**config.mk**
```make
export PLATFORM = sky130hd
export DESIGN_NAME = ici_lane
export DESIGN_NICKNAME = d
export VERILOG_FILES = /design/src/rtl/image_cubic_interpolator_macros.svh /design/src/rtl/ici_pkg.sv /design/src/rtl/ici_lane.sv
export SDC_FILE = /design/constraint.sdc
export NUM_CORES = 2
export LEC_CHECK = 0
export BUFFER_PORTS_ARGS = -buffer_cell sky130_fd_sc_hd__buf_2
export CORE_ASPECT_RATIO = 1.25
export CORE_MARGIN = 4
export CORE_UTILIZATION = 40
export DETAILED_ROUTE_END_ITERATION = 12
export HOLD_SLACK_MARGIN = 0.08
export SETUP_SLACK_MARGIN = 0.15
export SLEW_MARGIN = 15
export SYNTH_ARGS = -nofsm -noshare
export SYNTH_HDL_FRONTEND = slang
export SYNTH_SLANG_ARGS = --single-unit
```
**constraint.sdc**
```tcl
create_clock -name clk -period 13.6 [get_ports clk]
set_input_delay 4.08 -clock clk [delete_from_list [all_inputs] [get_ports clk]]
set_output_delay 4.08 -clock clk [all_outputs]
set_load 0.02 [all_outputs]
```
**src/rtl/image_cubic_interpolator_macros.svh**
```systemverilog
// Assertion macros for the interpolator.
`ifndef IMAGE_CUBIC_INTERPOLATOR_MACROS_SVH
`define IMAGE_CUBIC_INTERPOLATOR_MACROS_SVH
`ifndef ASSERT_OFF
`define ICI_ASSERT(label, clk, rst, prop, msg) \
  label: assert property (@(posedge clk) disable iff (rst) prop) else $error(msg);
`define ICI_ASSERT_NR(label, clk, prop, msg) \
  label: assert property (@(posedge clk) prop) else $error(msg);
`else
`define ICI_ASSERT(label, clk, rst, prop, msg)
`define ICI_ASSERT_NR(label, clk, prop, msg)
`endif
`endif

```
**src/rtl/ici_pkg.sv**
```systemverilog
`timescale 1ns / 1ps
package ici_pkg;
  localparam int MAX_ROWS_D = 256;
  localparam int MAX_COLS_D = 256;
  localparam int COORD_FRAC_BITS_D = 8;
  localparam int CHANNELS_D = 3;
  localparam int NLANES = 3;

  localparam logic OP_WRITE = 1'b0;
  localparam logic OP_SAMPLE = 1'b1;
  localparam logic [1:0] REG_HEIGHT = 2'd0;
  localparam logic [1:0] REG_WIDTH = 2'd1;
  localparam logic [1:0] REG_MODE = 2'd2;
  localparam logic MODE_CUBIC = 1'b0;
  localparam logic MODE_LINEAR = 1'b1;

  typedef struct packed {
    logic       operation;
    logic [7:0] pixel_row;
    logic [7:0] pixel_col;
    logic [7:0] in_red;
    logic [7:0] in_green;
    logic [7:0] in_blue;
    logic [15:0] sample_row;
    logic [15:0] sample_col;
  } in_req_t;

  typedef struct packed {
    logic [7:0] out_red;
    logic [7:0] out_green;
    logic [7:0] out_blue;
    logic [9:0] channel_sum;
  } out_req_t;

  // lane control from sequencer
  typedef struct packed {
    logic clr_col;  // start new column accumulation
    logic col_en;   // accumulate pixel*wx
    logic row_en;   // fold column result into row acc (weight wy)
    logic clr_row;
  } lane_ctl_t;

  typedef enum logic [2:0] {S_IDLE, S_WGT, S_READ, S_DRAIN, S_FIN, S_OUT} state_t;

  // Round-half-up divide by 6*2^32 of a signed value |n| < 2^53.
  // Done as multiply by reciprocal in ici_weight over cycles; the package
  // itself holds no helper for it.
endpackage

```
**src/rtl/ici_lane.sv**
```systemverilog
`timescale 1ns / 1ps
// One color channel: column pass then row pass accumulation.
module ici_lane import ici_pkg::*; (
  input  logic clk,
  input  lane_ctl_t ctl,
  input  logic [7:0] pix,
  input  logic signed [18:0] wx,
  input  logic signed [18:0] wy,
  output logic [7:0] chan
);
  logic signed [28:0] colacc;
  logic signed [47:0] rowacc;
  logic signed [47:0] prod;
  logic signed [48:0] v;

  always_ff @(posedge clk) begin
    if (ctl.clr_col) colacc <= 29'(wx * $signed({1'b0, pix}));
    else if (ctl.col_en) colacc <= colacc + 29'(wx * $signed({1'b0, pix}));
    if (ctl.clr_row) rowacc <= '0;
    else if (ctl.row_en) rowacc <= rowacc + prod;
  end
  assign prod = 48'(colacc * wy);

  always_comb begin
    v = 49'(rowacc) + (49'sd1 <<< 31);
    if (v < 0) chan = 8'd0;
    else if (v[48:32] > 17'd255) chan = 8'd255;
    else chan = v[39:32];
  end
endmodule

```
Yosys cells after proc, flatten, opt, wreduce, memory -nomap -nowiden
Cells that the tools add are included.
Word-level totals
  register bits: 77
  input bits: 51
  logic and storage cells: 14
Operators by class
  reduce and logical (&&, ||, !) cells: 1
  order comparisons: 2
  add/sub/neg operators: 3
  multipliers: 2
  muxes and demuxes: 4
Operator list (number)
  $mux 29: 2
  $add 48x33->49 const B: 1
  $lt 49x1->1 const B: 1
  $add 48x48->48: 1
  $mul 29x19->48: 1
  $add 29x28->29: 1
  $mul 19x9->28: 1
  $gt 17x8->1 const B: 1
  $mux 8: 2
  $reduce_bool 2->1: 1

Logic depth before layout (Yosys ltp)
  word-level depth: 4
  depth in mapped cells: 30
  gate-level depth less buffers: 29

Worst setup path after synthesis
Ideal clock, no wire load.
  path kind: input port to flip-flop
  from: input wy[12]
  to: register rowacc[42]
  path buffers: 3
  setup slack: 2.872 ns
  required time: 13.478 ns
  library setup time: 0.122 ns
  arrival: 10.606 ns
  stages on the path: 26
  cells stage by stage: clkbuf_1 -> buf_1 -> nand2_1 -> fa_1 -> inv_1 -> fa_1 -> inv_1 -> fa_1 -> inv_1 -> fa_1 -> fa_1 -> fa_1 -> inv_1 -> fa_1 -> inv_1 -> ha_1 -> buf_2 -> and3_4 -> a221o_1 -> a221oi_2 -> o211ai_2 -> o41ai_4 -> o221a_1 -> o31a_2 -> nor4_1 -> a311o_1
Between the ends
  word-level cells in the longest chain between the ends: 2
RTL lines
  start, declared: line ici_lane.sv:8  | input logic signed [18:0] wy,
  $mul 29x19->48: line ici_lane.sv:22  | assign prod = 48'(colacc * wy);
  $add 48x48->48: line ici_lane.sv:20  | else if (ctl.row_en) rowacc <= rowacc + prod;
  end signal, assigned: line ici_lane.sv:20
  end, declared: line ici_lane.sv:12  | logic signed [47:0] rowacc;
No other way between the ends.
A chain may end at the register's enable or synchronous reset.

Worst setup path in the final report
  from: input wy[18]
  to: register rowacc[42]
Same word-level chain as after synthesis.

==> summary.md <==
| Metric | Value |
|---|---|
| Worst hold start | `rowacc[27]` |
| Post-DR vias/cell | `around 5.0` |
| Grt total ovfl | `0` |
| Post-synthesis compound-gate area fraction | `between 6 and 7%` |
| Mapped cell area | `between 30,000 and 40,000 µm²` |
| Layout cell share with drive strength beyond 1 | `around 3.5%` |
| Sequential area share after synthesis | `around 5.9%` |
| Critical path class | `in -> reg` |
| Antenna violations before repair | `6` |
| Hold bufs inserted after CTS | `0` |
| Residual DRC | `0` |
| Worst R2R Start | `colacc[10]` |
| Adder-Cell Fraction of Synth Area | `between 50% and 60%` |
| Post-DR wirelength/cell | `around 17 µm` |
| Total CTS buffers | `9` |
| Yosys warning count | `0` |
| R2R Setup Slk | `roughly 5.4 ns` |
| Asr flop ratio synth | `0%` |
| I/O pin total | `59` |
| First-pass GRT wire length | `131.1 mm` |
| Fill count | `between 7,000 and 8,000` |
| Post-Synth Simple-Gate Area | `~16%` |
| TNS Setup | `0 ns` |
| Syn nets | `around 4,500` |
| Unrepaired setup endpoints after global routing | `false` |
| Clock insertion delay at the later pin of the skew report | `a little under 0.4 ns` |
| Slew HR | `21.14%` |
| Max-Cap Viols | `0` |
| Inserted Diodes | `0` |
| Post-DRT Antenna Nets | `0` |
| Placed instance count | `roughly 4,500` |
| Via count | `between 20,000 and 25,000` |
| Area after DPL | `32,380 µm²` |
| CTS max path bufs | `2` |
| Core Area | `77,310 µm²` |
| Worst Skew | `0.01625 ns` |
| Clock sinks | `77` |
| Register Area | `roughly 1800 µm²` |
| Die height | `approximately 320 µm` |
| Final Non-Filler Cells | `around 4,500` |
| Synth unique cells | `75` |
| DRT Pass-1 Iters | `5` |
| Reg2reg path depth | `21` |
| CTS resizes | `0` |
| FF-to-FF End | `rowacc[42]` |
| TritonCTS clock tree | `yes` |
| Port Buffer Count | `58` |
| Die Wd | `roughly 260 µm` |
| CP arrival | `12.02 ns` |
| Critical path startpoint category | `input pin` |
| Post-CTS setup buffers | `0` |
| Initial Util | `between 40% and 50%` |
| H-tree depth | `3` |
| Status | `complete, no violations` |
| DR iter-0 viols | `approximately 1,200` |
| Area of the multi-input gates | `approximately 26,000 µm²` |
| Nets | `between 4,000 and 5,000` |
| Wirelength, routed | `78.32 mm` |
| XOR/XNOR Fraction of Synth Area | `2.863%` |
| Root buf cell | `clkbuf_16` |
| EDFF count, synth | `29` |
| Number of synthesized register bits | `between 70 and 80` |
| Final Hold Fails | `0` |
| Total GRT Usage | `just under 20%` |
| Mapped Avg Cell Area | `approximately 9 µm²` |
| Largest net degree at the start of global routing | `54` |
| Worst Setup End Kind | `flip-flop` |
| Detailed placer's ending HPWL | `between 60 and 70 mm` |
| Layout area overhead | `4.683%` |
| Die area | `approximately 83,000 µm²` |
| Clk slew on worst S/H paths | `0.07 ns` |
| Worst Tran Pin Value | `about 1.2 ns` |
| Finished Core Util | `42.25%` |
| Hold path depth | `2` |
| Syn Inst Count | `about 3,500` |
| GPL Wtd Cong | `between 0.8 and 0.9` |
| Top FF cell, synth | `dfxtp_1` |
| Setup violators final | `0` |
| Final Cycle Share | `between 80% and 90%` |
| Largest family of logic cells by synthesized area | `adder cells` |
| Post-route design area | `approximately 33,000 µm²` |
| Max Fanout on Critical Path | `20` |
| Final Slew Violations | `0` |
| Vias in the first global route | `24,620` |
| FMAX | `~0.085 GHz` |
| Critical Path RT | `around 14 ns` |
| Min Tclk post-route | `~12 ns` |
| HP Class | `reg -> reg` |
| Post-synthesis mux area share | `~1.2%` |
| Std cell rows | `114` |
| Worst hold endpoint | `rowacc[27]` |
==> synthesized netlist by cell type (16+ instances only) <==
| library cell | instances | area (µm²) |
|---|---|---|
| a211oi_1 | 16 | 120.1 |
| a21o_1 | 41 | 307.8 |
| a21oi_1 | 91 | 455.4 |
| and2_1 | 354 | 2215 |
| clkbuf_1 | 126 | 473.0 |
| dfxtp_1 | 48 | 960.9 |
| edfxtp_1 | 29 | 870.8 |
| fa_1 | 713 | 14270 |
| ha_1 | 229 | 2865 |
| inv_1 | 866 | 3251 |
| mux2i_1 | 26 | 260.3 |
| nand2_1 | 414 | 1554 |
| nand3_1 | 29 | 145.1 |
| nand4_1 | 17 | 106.4 |
| nor2_1 | 112 | 420.4 |
| nor3_1 | 24 | 120.1 |
| o21ai_0 | 67 | 335.3 |
| xnor2_1 | 76 | 665.6 |
| xor2_1 | 26 | 227.7 |
==> registers in the layout, indices dropped and copies added, names as in the netlist <==
name and cells:
colacc 29, rowacc 48
==> critical path, stage by stage <==
cell	delay, ns
buf_2	0.20
inv_1	0.69
buf_4	0.30
nor2_1	0.07
fa_1	0.54
fa_1	0.42
fa_1	0.44
fa_1	0.48
fa_1	0.45
fa_1	0.51
inv_1	0.05
fa_1	0.47
inv_1	0.04
ha_1	0.54
nand2_1	0.17
nor4_1	0.53
nand3_1	0.13
o21ai_1	0.65
o41ai_4	0.17
o221a_1	0.27
o31a_2	0.33
and4_1	0.20
a311o_1	0.26
==> layer usage <==
layer  global-route usage (%)  vias up  routed length (µm)
met5                        0        -                  22
met4                    6.368        4                2597
met3                    1.761      138                2957
met2                    34.85      500               39530
met1                    25.55    11620               33210
li1                         -    10360                   -
==> logic make-up (layout without fill, tap and decap cells) <==
| kind of cell | Yosys count | in the layout |
|---|---|---|
| compound gates | 318 | 318 |
| mux | 35 | 35 |
| simple gates | 1024 | 1024 |
| buf+inv | 1011 | 961 |
| flops | 77 | 77 |
| fa+ha+maj | 942 | 942 |
| xor+xnor | 102 | 102 |
==> worst max-delay path by stage <==
stage	from	endpoint	cells past startpoint
after floorplan	wy[12]	rowacc[42]	26
after global placement	wy[18]	rowacc[42]	23
after detailed placement	wy[18]	rowacc[42]	23
after CTS	wy[18]	rowacc[42]	23
after global routing	wy[4]	rowacc[42]	24
final	wy[18]	rowacc[42]	23
==> cell type report <==
class,count,share of cell area (%)
sequential,77,5.607
timing repair buffer,77,1.325
tap,1044,3.999
clock inverter,7,0.1762
clock buffer,9,0.6894
inverter,868,9.974
multi-input combinational,2421,78.23
==> layout by cell type (no fill, tap or decap), types with 19 or more instances in the layout <==
master    count
a21oi_1      91
nand3_1      29
nand2_1     414
dfxtp_1      48
buf_2        58
a21o_1       41
xor2_1       26
nor3_1       24
nor2_1      112
edfxtp_1     29
buf_4        19
inv_1       866
mux2i_1      26
xnor2_1      76
o21ai_0      67
ha_1        229
fa_1        713
and2_1      354
==> through the flow <==
stage / setup WS (ns) / hold WS [ns]
floorplan: 2.872 / 0.4452
global placement: 1.541 / 0.4559
detailed placement: 1.504 / 0.4655
CTS: 1.894 / 0.4753
global route: 1.691 / 0.4945
finish: 1.841 / 0.4731
Power is left out: the tool's default activity adds up to more than one toggle a clock period on the data nets, which glitch-free logic cannot reach.
